### config.mk
export PLATFORM = sky130hd
export DESIGN_NAME = triangle_tone_bell_generator_flat
export DESIGN_NICKNAME = d
export VERILOG_FILES = /design/src/design/ttbg_pkg.sv /design/src/design/ttbg_if.sv /design/src/design/ttbg_datapath.sv /design/src/design/ttbg_ctrl.sv /design/src/design/triangle_tone_bell_generator.sv /design/src/flat_wrapper.sv
export VERILOG_INCLUDE_DIRS = /design/src /design/src/design
export SDC_FILE = /design/constraint.sdc
export NUM_CORES = 1
export LEC_CHECK = 0
export BUFFER_PORTS_ARGS = -buffer_cell sky130_fd_sc_hd__buf_2
export CORE_MARGIN = 5
export CORE_UTILIZATION = 35
export CTS_BUF_LIST = sky130_fd_sc_hd__clkbuf_8 sky130_fd_sc_hd__clkbuf_16
export CTS_CLUSTER_DIAMETER = 120
export CTS_CLUSTER_SIZE = 8
export DETAILED_ROUTE_END_ITERATION = 8
export PLACE_DENSITY = 0.51
export SYNTH_ARGS = -nofsm -noshare
export SYNTH_HDL_FRONTEND = slang
export SYNTH_SLANG_ARGS = --single-unit
### constraint.sdc
create_clock -name clk -period 2.67 [get_ports clk]
set_clock_uncertainty 0.05 [all_clocks]
set_input_delay 0 -clock clk [delete_from_list [all_inputs] [get_ports clk]]
set_output_delay 0 -clock clk [all_outputs]
set_load 0.1 [all_outputs]
### src/design/triangle_tone_bell_generator_assert.svh
// Assertion macros used by the bell generator controller
`ifndef TRIANGLE_TONE_BELL_GENERATOR_ASSERT_SVH
`define TRIANGLE_TONE_BELL_GENERATOR_ASSERT_SVH

// Same-cycle implication, checked outside reset
`define TTBG_ASSERT_NOW(label, clk, rst_n, ante, cons) \
    label: assert property (@(posedge clk) disable iff (!rst_n) (ante) |-> (cons)) \
        else $error("ttbg assertion failed");

// Next-cycle implication, checked outside reset
`define TTBG_ASSERT_NEXT(label, clk, rst_n, ante, cons) \
    label: assert property (@(posedge clk) disable iff (!rst_n) (ante) |=> (cons)) \
        else $error("ttbg assertion failed");

`endif

### src/design/ttbg_pkg.sv
// Package: codes, widths and control/status types of the bell generator
`timescale 1ns / 1ps

package ttbg_pkg;

    // Field widths
    localparam int ACTION_W  = 2;
    localparam int FREQ_W    = 16;
    localparam int LEN_W     = 16;
    localparam int SR_W      = 16;
    localparam int SPT_W     = 10;
    localparam int SAMPLE_W  = 8;
    localparam int CFG_W     = 16;
    localparam int CFG_IDX_W = 1;

    // Action codes
    localparam logic [ACTION_W-1:0] ACT_START  = 2'd0;
    localparam logic [ACTION_W-1:0] ACT_TICK   = 2'd1;
    localparam logic [ACTION_W-1:0] ACT_SAMPLE = 2'd2;

    // Register indexes
    localparam logic [CFG_IDX_W-1:0] CFG_SAMPLE_RATE = 1'd0;
    localparam logic [CFG_IDX_W-1:0] CFG_SPT         = 1'd1;

    // Register reset values
    localparam logic [SR_W-1:0]  SR_RESET  = 16'd22150;
    localparam logic [SPT_W-1:0] SPT_RESET = 10'd221;

    localparam logic [SAMPLE_W-1:0] SAMPLE_MAX = 8'hFF;

    // Controller to datapath
    typedef struct packed {
        logic load_item;
        logic div_start;
        logic div_step;
        logic commit;
    } ctrl_cmd_t;

    // Datapath to controller
    typedef struct packed {
        logic need_div;
        logic div_done;
    } dp_status_t;

endpackage

### src/design/ttbg_if.sv
// Valid/ready channel interfaces for input and result words
`timescale 1ns / 1ps

interface ttbg_in_if;
    logic                           valid;
    logic                           ready;
    logic [ttbg_pkg::ACTION_W-1:0]  action;
    logic [ttbg_pkg::FREQ_W-1:0]    frequency;
    logic [ttbg_pkg::LEN_W-1:0]     length;

    modport source (output valid, output action, output frequency, output length,
                    input ready);
    modport sink   (input valid, input action, input frequency, input length,
                    output ready);
endinterface

interface ttbg_out_if;
    logic                           valid;
    logic                           ready;
    logic                           sample_valid;
    logic [ttbg_pkg::SAMPLE_W-1:0]  sample;
    logic                           ringing;
    logic                           stopped;

    modport source (output valid, output sample_valid, output sample, output ringing,
                    output stopped, input ready);
    modport sink   (input valid, input sample_valid, input sample, input ringing,
                    input stopped, output ready);
endinterface

### src/design/ttbg_datapath.sv
// Datapath: registers, bell state, step divider and triangle shaper
`timescale 1ns / 1ps

module ttbg_datapath #(
    parameter int PHASE_BITS    = 11,
    parameter int DURATION_BITS = 24
) (
    input  logic                               clk,
    input  logic                               rst_n,
    input  logic                               cfg_we,
    input  logic [ttbg_pkg::CFG_IDX_W-1:0]     cfg_index,
    input  logic [ttbg_pkg::CFG_W-1:0]         cfg_data,
    input  logic [ttbg_pkg::ACTION_W-1:0]      action,
    input  logic [ttbg_pkg::FREQ_W-1:0]        frequency,
    input  logic [ttbg_pkg::LEN_W-1:0]         length,
    input  ttbg_pkg::ctrl_cmd_t                cmd,
    output ttbg_pkg::dp_status_t               status,
    output logic                               sample_valid,
    output logic [ttbg_pkg::SAMPLE_W-1:0]      sample,
    output logic                               ringing,
    output logic                               stopped
);

    localparam int DIV_STEPS = ttbg_pkg::FREQ_W + PHASE_BITS;
    localparam int CNT_W     = $clog2(DIV_STEPS + 1);
    localparam int RAMP_W    = PHASE_BITS - 1 + ttbg_pkg::SAMPLE_W;

    // Configuration registers
    logic [ttbg_pkg::SR_W-1:0]  sample_rate_reg;
    logic [ttbg_pkg::SPT_W-1:0] spt_reg;

    // Latched item
    logic [ttbg_pkg::ACTION_W-1:0] action_reg;
    logic [ttbg_pkg::FREQ_W-1:0]   freq_reg;
    logic [ttbg_pkg::LEN_W-1:0]    len_reg;

    // Bell state
    logic [PHASE_BITS-1:0]         phase_reg, phase_next;
    logic [PHASE_BITS-1:0]         step_reg, step_next;
    logic [DURATION_BITS-1:0]      dur_reg, dur_next;
    logic [ttbg_pkg::SPT_W-1:0]    burst_reg, burst_next;
    logic                          active_reg, active_next;

    // Divider
    logic [DIV_STEPS-1:0]          dvd_reg;
    logic [ttbg_pkg::SR_W-1:0]     rem_reg;
    logic [PHASE_BITS-1:0]         quot_reg;
    logic [CNT_W-1:0]              cnt_reg;
    logic [ttbg_pkg::SR_W:0]       rem_sh;
    logic [ttbg_pkg::SR_W:0]       rem_diff;
    logic                          q_bit;

    // Result payload
    logic                          sample_valid_reg, sample_valid_next;
    logic [ttbg_pkg::SAMPLE_W-1:0] sample_reg, sample_next;
    logic                          ringing_reg;
    logic                          stopped_reg, stopped_next;

    // Combinational helpers
    logic [DURATION_BITS:0]        dur_sum;
    logic [PHASE_BITS-1:0]         phase_sum;
    logic [RAMP_W-1:0]             ramp_wide;
    logic [ttbg_pkg::SAMPLE_W-1:0] ramp;
    logic [ttbg_pkg::SAMPLE_W-1:0] tri_val;

    // Configuration writes
    always_ff @(posedge clk or negedge rst_n)
    begin
        if (!rst_n)
        begin
            sample_rate_reg <= ttbg_pkg::SR_RESET;
            spt_reg         <= ttbg_pkg::SPT_RESET;
        end
        else if (cfg_we)
        begin
            unique case (cfg_index)
                ttbg_pkg::CFG_SAMPLE_RATE: sample_rate_reg <= cfg_data;
                ttbg_pkg::CFG_SPT:         spt_reg <= cfg_data[ttbg_pkg::SPT_W-1:0];
                default: ;
            endcase
        end
    end

    // Item latch
    always_ff @(posedge clk)
    begin
        if (cmd.load_item)
        begin
            action_reg <= action;
            freq_reg   <= frequency;
            len_reg    <= length;
        end
    end

    // Restoring divider step: one quotient bit per cycle
    always_comb
    begin
        rem_sh   = {rem_reg, dvd_reg[DIV_STEPS-1]};
        rem_diff = rem_sh - {1'b0, sample_rate_reg};
        q_bit    = (rem_sh >= {1'b0, sample_rate_reg});
    end

    always_ff @(posedge clk or negedge rst_n)
    begin
        if (!rst_n)
            cnt_reg <= '0;
        else if (cmd.div_start)
            cnt_reg <= CNT_W'(DIV_STEPS);
        else if (cmd.div_step && cnt_reg != '0)
            cnt_reg <= cnt_reg - 1'b1;
    end

    always_ff @(posedge clk)
    begin
        if (cmd.div_start)
        begin
            dvd_reg  <= {freq_reg, {PHASE_BITS{1'b0}}};
            rem_reg  <= '0;
            quot_reg <= '0;
        end
        else if (cmd.div_step && cnt_reg != '0)
        begin
            dvd_reg  <= {dvd_reg[DIV_STEPS-2:0], 1'b0};
            rem_reg  <= q_bit ? rem_diff[ttbg_pkg::SR_W-1:0] : rem_sh[ttbg_pkg::SR_W-1:0];
            quot_reg <= {quot_reg[PHASE_BITS-2:0], q_bit};
        end
    end

    assign status.need_div = (action_reg == ttbg_pkg::ACT_START) && (dur_reg == '0);
    assign status.div_done = (cnt_reg == '0);

    // Triangle shaper on the advanced phase
    always_comb
    begin
        phase_sum = phase_reg + step_reg;
        ramp_wide = {phase_sum[PHASE_BITS-2:0], {ttbg_pkg::SAMPLE_W{1'b0}}}
                    >> (PHASE_BITS - 1);
        ramp      = ramp_wide[ttbg_pkg::SAMPLE_W-1:0];
        tri_val   = phase_sum[PHASE_BITS-1] ? (ttbg_pkg::SAMPLE_MAX - ramp) : ramp;
        dur_sum   = {1'b0, dur_reg} + (DURATION_BITS + 1)'(len_reg);
    end

    // Next bell state at commit
    always_comb
    begin
        phase_next        = phase_reg;
        step_next         = step_reg;
        dur_next          = dur_reg;
        burst_next        = burst_reg;
        active_next       = active_reg;
        sample_valid_next = 1'b0;
        sample_next       = '0;
        stopped_next      = 1'b0;
        unique case (action_reg)
            ttbg_pkg::ACT_START:
            begin
                if (dur_reg != '0)
                    dur_next = dur_sum[DURATION_BITS] ? '1 : dur_sum[DURATION_BITS-1:0];
                else
                begin
                    dur_next    = DURATION_BITS'(len_reg);
                    phase_next  = '0;
                    step_next   = (sample_rate_reg == '0) ? '0 : quot_reg;
                    active_next = 1'b1;
                end
            end
            ttbg_pkg::ACT_TICK:
            begin
                if (active_reg)
                begin
                    if (dur_reg != '0)
                    begin
                        dur_next   = dur_reg - 1'b1;
                        burst_next = spt_reg;
                    end
                    else
                    begin
                        active_next  = 1'b0;
                        burst_next   = '0;
                        stopped_next = 1'b1;
                    end
                end
            end
            ttbg_pkg::ACT_SAMPLE:
            begin
                if (burst_reg != '0)
                begin
                    burst_next        = burst_reg - 1'b1;
                    phase_next        = phase_sum;
                    sample_next       = tri_val;
                    sample_valid_next = 1'b1;
                end
            end
            default: ;
        endcase
    end

    always_ff @(posedge clk or negedge rst_n)
    begin
        if (!rst_n)
        begin
            phase_reg  <= '0;
            step_reg   <= '0;
            dur_reg    <= '0;
            burst_reg  <= '0;
            active_reg <= 1'b0;
        end
        else if (cmd.commit)
        begin
            phase_reg  <= phase_next;
            step_reg   <= step_next;
            dur_reg    <= dur_next;
            burst_reg  <= burst_next;
            active_reg <= active_next;
        end
    end

    // Result word register
    always_ff @(posedge clk)
    begin
        if (cmd.commit)
        begin
            sample_valid_reg <= sample_valid_next;
            sample_reg       <= sample_next;
            ringing_reg      <= active_next;
            stopped_reg      <= stopped_next;
        end
    end

    assign sample_valid = sample_valid_reg;
    assign sample       = sample_reg;
    assign ringing      = ringing_reg;
    assign stopped      = stopped_reg;

endmodule

### src/design/ttbg_ctrl.sv
// Controller: item sequencing, divider control and result handshake
`timescale 1ns / 1ps

`include "triangle_tone_bell_generator_assert.svh"

module ttbg_ctrl (
    input  logic                  clk,
    input  logic                  rst_n,
    input  logic                  in_valid,
    output logic                  in_ready,
    output logic                  out_valid,
    input  logic                  out_ready,
    input  ttbg_pkg::dp_status_t  status,
    output ttbg_pkg::ctrl_cmd_t   cmd
);

    localparam logic [1:0] ST_IDLE = 2'd0;
    localparam logic [1:0] ST_EXEC = 2'd1;
    localparam logic [1:0] ST_DIV  = 2'd2;

    logic [1:0] state_reg, state_next;
    logic       out_valid_reg, out_valid_next;
    logic       slot_free;

    assign slot_free = !out_valid_reg || out_ready;

    // Command decode and next state
    always_comb
    begin
        state_next    = state_reg;
        cmd.load_item = 1'b0;
        cmd.div_start = 1'b0;
        cmd.div_step  = 1'b0;
        cmd.commit    = 1'b0;
        unique case (state_reg)
            ST_IDLE:
            begin
                if (in_valid)
                begin
                    cmd.load_item = 1'b1;
                    state_next    = ST_EXEC;
                end
            end
            ST_EXEC:
            begin
                if (status.need_div)
                begin
                    cmd.div_start = 1'b1;
                    state_next    = ST_DIV;
                end
                else if (slot_free)
                begin
                    cmd.commit = 1'b1;
                    state_next = ST_IDLE;
                end
            end
            ST_DIV:
            begin
                if (!status.div_done)
                    cmd.div_step = 1'b1;
                else if (slot_free)
                begin
                    cmd.commit = 1'b1;
                    state_next = ST_IDLE;
                end
            end
            default: state_next = ST_IDLE;
        endcase
    end

    // Result valid: set on commit, cleared when taken
    assign out_valid_next = cmd.commit || (out_valid_reg && !out_ready);

    always_ff @(posedge clk or negedge rst_n)
    begin
        if (!rst_n)
        begin
            state_reg     <= ST_IDLE;
            out_valid_reg <= 1'b0;
        end
        else
        begin
            state_reg     <= state_next;
            out_valid_reg <= out_valid_next;
        end
    end

    assign in_ready  = (state_reg == ST_IDLE);
    assign out_valid = out_valid_reg;

    // Checks
    `TTBG_ASSERT_NOW(a_commit_slot_free, clk, rst_n, cmd.commit, !out_valid_reg || out_ready)
    `TTBG_ASSERT_NEXT(a_commit_shows_word, clk, rst_n, cmd.commit, out_valid_reg)
    `TTBG_ASSERT_NEXT(a_load_to_exec, clk, rst_n, cmd.load_item, state_reg == ST_EXEC)
    `TTBG_ASSERT_NEXT(a_div_holds, clk, rst_n, state_reg == ST_DIV && !status.div_done, state_reg == ST_DIV)
    `TTBG_ASSERT_NOW(a_no_commit_mid_div, clk, rst_n, cmd.commit && state_reg == ST_DIV, status.div_done)

endmodule

### src/design/triangle_tone_bell_generator.sv
// Top level: triangle tone bell generator
// Sequence: a word is latched in IDLE and committed from EXEC; a start that reloads the step
//   passes EXEC, where the step divider starts, and is committed from DIV once it is done.
// Input is taken only in IDLE, so the next word waits until the last one commits; a commit
//   also waits for the result slot. The step divider makes one quotient bit per cycle.
// A waiting result word does not block acceptance of the next input word.
// Reset (rst_n, async low): bell idle, phase/step/duration/burst zero, registers at defaults.
`timescale 1ns / 1ps

module triangle_tone_bell_generator #(
    parameter int PHASE_BITS    = 11,
    parameter int DURATION_BITS = 24
) (
    input  logic                           clk,
    input  logic                           rst_n,
    input  logic                           cfg_we,
    input  logic [ttbg_pkg::CFG_IDX_W-1:0] cfg_index,
    input  logic [ttbg_pkg::CFG_W-1:0]     cfg_data,
    ttbg_in_if.sink                        item,
    ttbg_out_if.source                     result
);

    ttbg_pkg::ctrl_cmd_t  cmd;
    ttbg_pkg::dp_status_t status;
    logic                 in_ready;
    logic                 out_valid;

    ttbg_ctrl u_ctrl (
        .clk       (clk),
        .rst_n     (rst_n),
        .in_valid  (item.valid),
        .in_ready  (in_ready),
        .out_valid (out_valid),
        .out_ready (result.ready),
        .status    (status),
        .cmd       (cmd)
    );

    ttbg_datapath #(
        .PHASE_BITS    (PHASE_BITS),
        .DURATION_BITS (DURATION_BITS)
    ) u_datapath (
        .clk          (clk),
        .rst_n        (rst_n),
        .cfg_we       (cfg_we),
        .cfg_index    (cfg_index),
        .cfg_data     (cfg_data),
        .action       (item.action),
        .frequency    (item.frequency),
        .length       (item.length),
        .cmd          (cmd),
        .status       (status),
        .sample_valid (result.sample_valid),
        .sample       (result.sample),
        .ringing      (result.ringing),
        .stopped      (result.stopped)
    );

    assign item.ready   = in_ready;
    assign result.valid = out_valid;

endmodule

### src/flat_wrapper.sv
// flat-port wrapper written by rule: the top's interface ports become plain ports
module triangle_tone_bell_generator_flat 
#(
    parameter int PHASE_BITS    = 11,
    parameter int DURATION_BITS = 24
)
  (clk, rst_n, cfg_we, cfg_index, cfg_data, item_valid, item_action, item_frequency, item_length, item_ready, result_valid, result_sample_valid, result_sample, result_ringing, result_stopped, result_ready);
  ttbg_in_if item_i ();
  ttbg_out_if result_i ();
  input  logic clk;
  input  logic rst_n;
  input  logic cfg_we;
  input  logic [ttbg_pkg::CFG_IDX_W-1:0] cfg_index;
  input  logic [ttbg_pkg::CFG_W-1:0] cfg_data;
  input wire logic [$bits(item_i.valid)-1:0] item_valid;
  input wire logic [$bits(item_i.action)-1:0] item_action;
  input wire logic [$bits(item_i.frequency)-1:0] item_frequency;
  input wire logic [$bits(item_i.length)-1:0] item_length;
  output wire logic [$bits(item_i.ready)-1:0] item_ready;
  output wire logic [$bits(result_i.valid)-1:0] result_valid;
  output wire logic [$bits(result_i.sample_valid)-1:0] result_sample_valid;
  output wire logic [$bits(result_i.sample)-1:0] result_sample;
  output wire logic [$bits(result_i.ringing)-1:0] result_ringing;
  output wire logic [$bits(result_i.stopped)-1:0] result_stopped;
  input wire logic [$bits(result_i.ready)-1:0] result_ready;
  assign item_i.valid = item_valid;
  assign item_i.action = item_action;
  assign item_i.frequency = item_frequency;
  assign item_i.length = item_length;
  assign item_ready = item_i.ready;
  assign result_valid = result_i.valid;
  assign result_sample_valid = result_i.sample_valid;
  assign result_sample = result_i.sample;
  assign result_ringing = result_i.ringing;
  assign result_stopped = result_i.stopped;
  assign result_i.ready = result_ready;
  triangle_tone_bell_generator #(.PHASE_BITS(PHASE_BITS), .DURATION_BITS(DURATION_BITS)) u_core (.clk(clk), .rst_n(rst_n), .cfg_we(cfg_we), .cfg_index(cfg_index), .cfg_data(cfg_data), .item(item_i), .result(result_i));
endmodule
==> results of run 1 <==
-- logic make-up after synthesis --
kind of cell / Yosys count
AOI/OAI and AO/OA: 302
xor gates and xnor gates: 43
adders and majority gates: 52
buffers and inverters: 98
DFF: 179
muxes: 18
and+or+nand+nor: 415
-- routing by layer --
metal  GRT usage, %  share of wire (%)
met5              0                  0
met4           3.81               0.72
met3           2.73                3.8
met2           26.8                 47
met1           23.3                 48
-- worst max-delay path, cell delays in order, from the launching register on --
cell and delay [ns]:
dfrtp_1 0.38, or4_4 0.54, or3_4 0.39, or3_4 0.39, nor3_2 0.13, xnor2_1 0.15
nor2_2 0.06, o31a_1 0.28, o32a_2 0.18
-- what timing repair did --
item | CTS | global route
hold endpoints to repair | 110 | 0
gates cloned | 2 | 2
gates resized for setup | 44 | 74
endpoints found under the setup margin | 49 | 75
hold buffers | 53 | 0
pin swaps | 18 | 51
buffers inserted | 2 | 16
-- path summary, 6_finish.rpt --
path,to,startpoint,cells past startpoint
setup / recovery,u_core.u_datapath.dur_reg[21]$_DFFE_PN0P_,u_core.u_datapath.dur_reg[12]$_DFFE_PN0P_,8
max in group asynchronous,u_core.u_datapath.spt_reg[3]$_DFFE_PN1P_,rst_n,3
setup reg to reg,u_core.u_datapath.dur_reg[21]$_DFFE_PN0P_,u_core.u_datapath.dur_reg[12]$_DFFE_PN0P_,8
hold reg to reg,u_core.u_datapath.rem_reg[15]$_SDFFE_PP0P_,u_core.u_datapath.rem_reg[15]$_SDFFE_PP0P_,2
hold / removal,u_core.u_datapath.sample_rate_reg[10]$_DFFE_PN1P_,cfg_index,5
min in group asynchronous,u_core.u_datapath.phase_reg[5]$_DFFE_PN0P_,rst_n,2
-- through the flow --
stage	area, um2	hold WS (ns)	utilization, %	std cells	setup slack [ns]
6_report	13500	0.0368	47.3	1733	0.0124
2_1_floorplan	10100	-0.346	-	1107	-0.0487
3_3_place_gp	11700	0.0684	40.8	1626	-0.195
5_1_grt	13500	0.0536	47.3	1733	-0.0855
4_1_cts	13000	0.0226	45.5	1715	-0.00780
3_5_place_dp	11700	0.0742	40.8	1626	-0.257
-- cell usage in the layout, fill, tap and decap left out, drive strengths merged, types with 27 or more instances in the layout --
cell and count:
nor2 80, edfxtp 61, xnor2 31, nand2 181, o21ai 98, nor3 43
ha 49, a21oi 74, dfrtp 78, inv 51, dfxtp 27, buf 208
dlygate4sd3 53
-- final cells by class --
cell class	instances	area share [%]
repair buffers	263	15.4
clock inverters	11	0.563
clock buffers	21	3.71
inverters	44	1.22
well taps	384	3.55
flip-flops and latches	179	34.4
multi-input cells	831	41.1
-- power breakdown --
part | total (W) | switching, W | internal [W]
Sequential | 0.00351 | 0.000292 | 0.00322
Clock | 0.00248 | 0.00113 | 0.00136
Combinational | 0.00357 | 0.00197 | 0.00160
-- synth_stat cells, types with 7 or more instances --
cell type  count  area share, %
and3_1         9           0.56
nand2_1      180            6.7
a21oi_1       74            3.7
o22ai_1       14           0.87
mux2_2        11            1.2
a211oi_1      11           0.82
nor3_1        42            2.1
o21ai_0       97            4.8
o211ai_1      13           0.97
o31ai_1       11           0.82
nor2_1        78            2.9
buf_2         15           0.74
or3_1          8           0.50
o21a_1         9           0.67
edfxtp_1      61             18
nor4_1        18            1.1
a31oi_1       11           0.68
dfrtp_1       78             19
clkbuf_1      34            1.3
nor2b_1       12           0.74
dfxtp_1       27            5.4
inv_1         44            1.6
xnor2_1       30            2.6
xor2_1        13            1.1
nand2b_1      12           0.74
ha_1          49            6.1
mux2i_1        7           0.69
dfstp_2       13            3.4
nand3_1       23            1.1
a22oi_1        7           0.52
==> results.md, run 1 <==
* Max frequency at 376 MHz
* Initial antenna violation count at 0
* I/O pin total at 69
* Root buf cell: clkbuf_16
* Seq/Total Area, Yosys at 46.2%
* Critical path class: flip-flop to flip-flop
* Netlist cell types at 76
* #FFs+latches synth at 179
* Async SR Flop Fraction at 50.8%
* Post-Synth Adder-Cell Area at under 10%
* Outcome: finished clean
* Port Buf Inserts at approximately 70
* Hold crit path type: input port to flip-flop
* Synthesized area per cell at 9.13 um2
* Largest net degree at the start of global routing at 50
* Worst reg-to-reg setup slack at 0.01 ns
* CP Capture Type: flip-flop
* Global-route usage over all layers at roughly 17%
* Clock buffer depth at 2
* Worst VDD drop at 0.000437 V
* DR iter-0 viols at 450
* Total number of vias at 8858
* Drt drc at 0
* Tcrit/Tclk final at between 90 and 100%
* Layout cells sized above 1 at a little over a quarter
* Via density at between 5 and 6
* Vias in the first global route at roughly 8700
* Crit Path Max Fanout at 3
* Min cycle time layout at between 2 and 3 ns
* Die X at 180 um
* Pleak at 5.56 nW
* Post-synthesis mux area share at roughly 1.9%
* CTS tree: yes
* Final Total Pwr at 0.00956 W
* Final-stage net count at 1444
* Ant. Diodes at 0
* Simple-Gate Fraction of Synth Area at between 10% and 20%
* Drt first pass iters at 5
* WP data required at 2.93 ns
* Fin. max-slew vios at 0
* Area Overhead vs Synth at 34.1%
* Number of synthesis warnings at 0
* Count of flip-flops with a built-in enable after synthesis at approximately 60
* Largest register FFs at 24
* Seq. cell area at ~0.0047 mm2
* Grt total ovfl at 0
* Wire length per cell at 15.8 um
* Antenna Nets Post-Route at 0
* Clock Sinks at approximately 180
* Die Ht at 180 um
* Number of fill cells in the layout at 2736
* Cell Rows at 62
* MaxCap Viol Count at 0
* Power Dens Cells at 706 mW/mm2
* Final setup TNS at 0 ns
* Die area at 0.0324 mm2
* Compound-Gate Fraction of Synth Area at 18.5%
* Top FF cell, synth: dfrtp_1
* Post-Synth XOR/XNOR Area at around 3.7%
* Placer congestion estimate at between 0.8 and 0.9
* Setup violations, final at 0
* CTS HTree Levels at 4
* Multi-input gate area at ~0.0056 mm2
* Clk slew on worst S/H paths at 0.07 ns
* Least-Margin Pin Slew at 0.884 ns
* Final Hold Viols at 0
* Post-synthesis cell count at 1107
* Num CTS Buffers at 17
* WL final at 27400 um
* Clock Latency Late Sink at 0.43 ns
* Slew Limit Headroom at 40.6%
* CP Launch Type: flip-flop
* First-pass GRT wire length at 44700 um
* DP HPWL at 19000 um
* Initial Util at 35.3%
* Post-synth net total at 1215
* Main combinational cell family by area after synthesis: simple AND/OR/NAND/NOR gates
* Arr. time, crit path at 2.92 ns
* Core area at around 0.029 mm2
* RSZ-0062 raised after global routing: true
* Syn Std Cell Area at between 0.01 and 0.015 mm2
(Power assumes the default switching activity.)
==> run 2, diff against run 1 <==
CORE_MARGIN = default   (was 5)
SYNTH_HIERARCHICAL = 1   (was default)
==> run 2 against run 1 <==
The flow now finishes with violations (negative setup slack); wire length up 3.1%; hold slack worse by 0.016 ns; via count up 0.82%; area after synthesis down 1.3%; first-iteration DRC count up 19%; synthesized cell count down 7.0%; worst setup slack worse by 0.41 ns; sequential power up 5%; non-clock buffer count up 50; critical path type unchanged; critical endpoint is now u_core/u_datapath/dur_reg[3]$_DFFE_PN0P_; highest routed layer unchanged.
==> results.md, run 2 <==
* Post-synthesis cell count at 1029 (was 1107)
* Ant. Diodes at 0 (unchanged)
* Cell Rows at 61 (was 62)
* Pleak at 5.87 nW (was 5.56 nW)
* Total number of vias at 8931 (was 8858)
* Reg2Reg Depth at 12 (was 8)
* Initial antenna violation count at 0 (unchanged)
* Tcrit/Tclk final at 115% (was 99.5%)
* Global-route usage over all layers at 20.1% (was 16.5%)
* Top cells by count, synth: 102 x nand2_1, 89 x o21ai_0, 82 x nor2_1, 81 x a21oi_1, 78 x dfrtp_1 (was 180 x nand2_1, 97 x o21ai_0, 78 x dfrtp_1, 78 x nor2_1, 74 x a21oi_1)
* Min cycle time layout at 3.06 ns (was 2.66 ns)
* Synth top area share at 19.6% (was 19.3%)
* Layout cells sized above 1 at 35.1% (was 26.9%)
* RSZ-0062 raised after global routing: true (unchanged)
* Worst reg-to-reg setup slack at -0.39 ns (was 0.01 ns)
* Placer congestion estimate at 0.851 (was 0.865)
* Worst r2r dst: u_core/u_datapath/dur_reg[3]$_DFFE_PN0P_ (was u_core.u_datapath.dur_reg[21]$_DFFE_PN0P_)
* Synthesized area per cell at 9.69 um2 (was 9.13 um2)
* First-pass GRT wire length at 45900 um (was 44700 um)
* CTS tree: yes (unchanged)
* Vias in the first global route at 8937 (was 8705)
* Initial Util at 35.7% (was 35.3%)
* Failing checks: negative setup slack
* Post-synth net total at 1139 (was 1215)
* Syn Std Cell Area at 0.00997 mm2 (was 0.0101 mm2)
* Number of synthesis warnings at 6 (was 0)
* Commonest non-fill, non-tap cells in the layout: 163 x buf_4, 84 x nand2_1, 78 x dfrtp_1, 76 x nor2_1, 67 x buf_2 (was 178 x nand2_1, 129 x buf_4, 88 x o21ai_0, 77 x dfrtp_1, 73 x nor2_1)
* Clock Sinks at 179 (unchanged)
* Port Buf Inserts at 68 (unchanged)
* Fin. max-slew vios at 0 (unchanged)
* Slew Limit Headroom at 45.3% (was 40.6%)
* DR iter-0 viols at 536 (was 450)
* Grt total ovfl at 0 (unchanged)
* Core area at 0.0279 mm2 (was 0.0286 mm2)
* Async SR Flop Fraction at 50.8% (unchanged)
* Most frequent cell after synthesis: nand2_1 (unchanged)
* Largest register FFs at 24 (unchanged)
* Largest net degree at the start of global routing at 48 (was 50)
* Die Ht at 171 um (was 180 um)
* Clk slew on worst S/H paths at 0.08 ns (was 0.07 ns)
* CP Launch Type: flip-flop (unchanged)
* Seq/Total Area, Yosys at 46.8% (was 46.2%)
* Die X at 171 um (was 180 um)
* Arr. time, crit path at 3.33 ns (was 2.92 ns)
* Worst r2r src: u_core/u_datapath/dur_reg[11]$_DFFE_PN0P_ (was u_core.u_datapath.dur_reg[12]$_DFFE_PN0P_)
* WP data required at 2.93 ns (about the same)
* Crit Path Max Fanout at 6 (was 3)
* Inst Count DP at 1592 (was 1626)
* I/O pin total at 69 (unchanged)
* Power Dens Cells at 853 mW/mm2 (was 706 mW/mm2)
* Worst VDD drop at 0.000392 V (was 0.000437 V)
* #FFs+latches synth at 179 (unchanged)
* CP endpoint: u_core/u_datapath/dur_reg[3]$_DFFE_PN0P_ (was u_core.u_datapath.dur_reg[21]$_DFFE_PN0P_)
* CP Capture Type: flip-flop (unchanged)
* Area Overhead vs Synth at 42.2% (was 34.1%)
* Wire length per cell at 16.4 um (was 15.8 um)
* Critical path class: flip-flop to flip-flop (unchanged)
* WL final at 28200 um (was 27400 um)
* Clock buffer depth at 2 (unchanged)
* Top FF cell, synth: dfrtp_1 (unchanged)
* Worst setup path start: u_core/u_datapath/dur_reg[11]$_DFFE_PN0P_ (was u_core.u_datapath.dur_reg[12]$_DFFE_PN0P_)
* Final Hold Viols at 0 (unchanged)
* Hold crit path type: input port to flip-flop (unchanged)
* Num CTS Buffers at 17 (unchanged)
* Die area at 0.0292 mm2 (was 0.0324 mm2)
* Synth area leader: dfrtp_1 (unchanged)
* Final-stage net count at 1437 (was 1444)
* Drt drc at 0 (unchanged)
* DP HPWL at 19100 um (was 19000 um)
* CTS HTree Levels at 4 (unchanged)
* Least-Margin Pin Slew at 0.814 ns (was 0.884 ns)
* Commonest non-fill, non-tap cell in the layout: buf_4 (was nand2_1)
* Netlist cell types at 71 (was 76)
* Antenna Nets Post-Route at 0 (unchanged)
* Drt first pass iters at 6 (was 5)
* Fin cells at 1718 (was 1733)
* Outcome: finished, violations left (was finished clean)
* Via density at 5.20 (was 5.11)
* Worst hold stages at 4 (was 5)
* Max frequency at 327 MHz (was 376 MHz)
* Final setup margin at -0.393 ns (was 0.0124 ns)
* Top post-synthesis cells by area: dfrtp_1 20%, edfxtp_1 18%, ha_1 6.4% (was dfrtp_1 19%, edfxtp_1 18%, nand2_1 6.7%)
* Final setup TNS at -28.34 ns (was 0 ns)
* MaxCap Viol Count at 0 (unchanged)
* Root buf cell: clkbuf_16 (unchanged)
* Setup violations, final at 123 (was 0)
* Clock Latency Late Sink at 0.44 ns (was 0.43 ns)
* Count of flip-flops with a built-in enable after synthesis at 61 (unchanged)
run 2: cells by family after synthesis:
| logic type | synth area share (%) |
|---|---|
| simple gates | 15.0 |
| compound gates | 19.3 |
| flops | 46.8 |
| buf+inv | 3.43 |
| fa+ha+maj | 7.00 |
| xor+xnor | 4.30 |
| mux | 4.14 |
run 2: worst min-delay path by stage:
stage                                                            end  slack (ns)        from
after floorplan                    u_core/u_ctrl/out_valid$_DFF_PN0_       -0.35       rst_n
after global placement    u_core/u_datapath/burst_reg[4]$_DFFE_PN0P_        0.03       rst_n
after detailed placement  u_core/u_datapath/phase_reg[6]$_DFFE_PN0P_        0.03       rst_n
after CTS                     u_core/u_ctrl/state_reg[0]$_DFFE_PN0P_       0.007  item_valid
after global routing       u_core/u_datapath/action_reg[1]$_DFFE_PP_        0.04  item_valid
final                         u_core/u_ctrl/state_reg[0]$_DFFE_PN0P_        0.02  item_valid
run 2: stage by stage:
| step | setup WS, ns | power (W) | instance area [um2] | hold WS (ns) | util (%) |
|---|---|---|---|---|---|
| 2_1_floorplan | -0.391 | 0.00699 | 10100 | -0.346 | - |
| 3_3_place_gp | -0.496 | 0.00866 | 12000 | 0.0296 | 42.9 |
| 3_5_place_dp | -0.529 | 0.00870 | 12000 | 0.0326 | 42.9 |
| 4_1_cts | -0.394 | 0.0119 | 13700 | 0.00747 | 49.2 |
| 5_1_grt | -0.530 | 0.0129 | 14200 | 0.0394 | 50.7 |
| 6_report | -0.393 | 0.0121 | 14200 | 0.0211 | 50.7 |
run 2: what timing repair did:
item	4_1_cts	5_1_grt
hold buffers	52	0
pin swaps	30	52
buffers inserted	21	14
endpoints found under the setup margin	118	129
cloned	9	0
gates resized for setup	85	88
endpoints found under the hold margin	106	0
run 2: layout make-up:
class | instances | area (um2)
sequential | 179 | 4670
inverter | 47 | 180
multi-input combinational | 769 | 5680
fill | 2569 | 13800
timing repair buffer | 313 | 2600
clock buffer | 17 | 425
tap | 378 | 473
clock inverter | 15 | 146
run 2: where the power goes:
group	internal (W)	total [W]	leakage, nW	switching [W]
clock	0.00131	0.00252	0.275	0.00121
combinational	0.00273	0.00588	3.77	0.00315
sequential	0.00337	0.00369	1.83	0.000322
total	0.00741	0.0121	5.87	0.00468
run 2: critical path, stage by stage, from the launching register on:
cell,delay [ns]
dfrtp_1,0.39
or4_4,0.54
or3_4,0.35
or3_4,0.35
nor3_4,0.16
nor2b_2,0.07
o21ai_2,0.18
nor2_4,0.06
inv_2,0.10
buf_12,0.11
a211oi_4,0.06
buf_12,0.19
a222oi_1,0.32
run 2: routing by layer:
layer	vias up	share of wire (%)	GRT usage, %	routed length, um
met5	-	0	0	0
met4	0	1.8	6.54	512
met3	33	2.8	2.52	797
met2	156	49	34.1	13800
met1	4366	46	26.4	13100
li1	4376	-	-	-
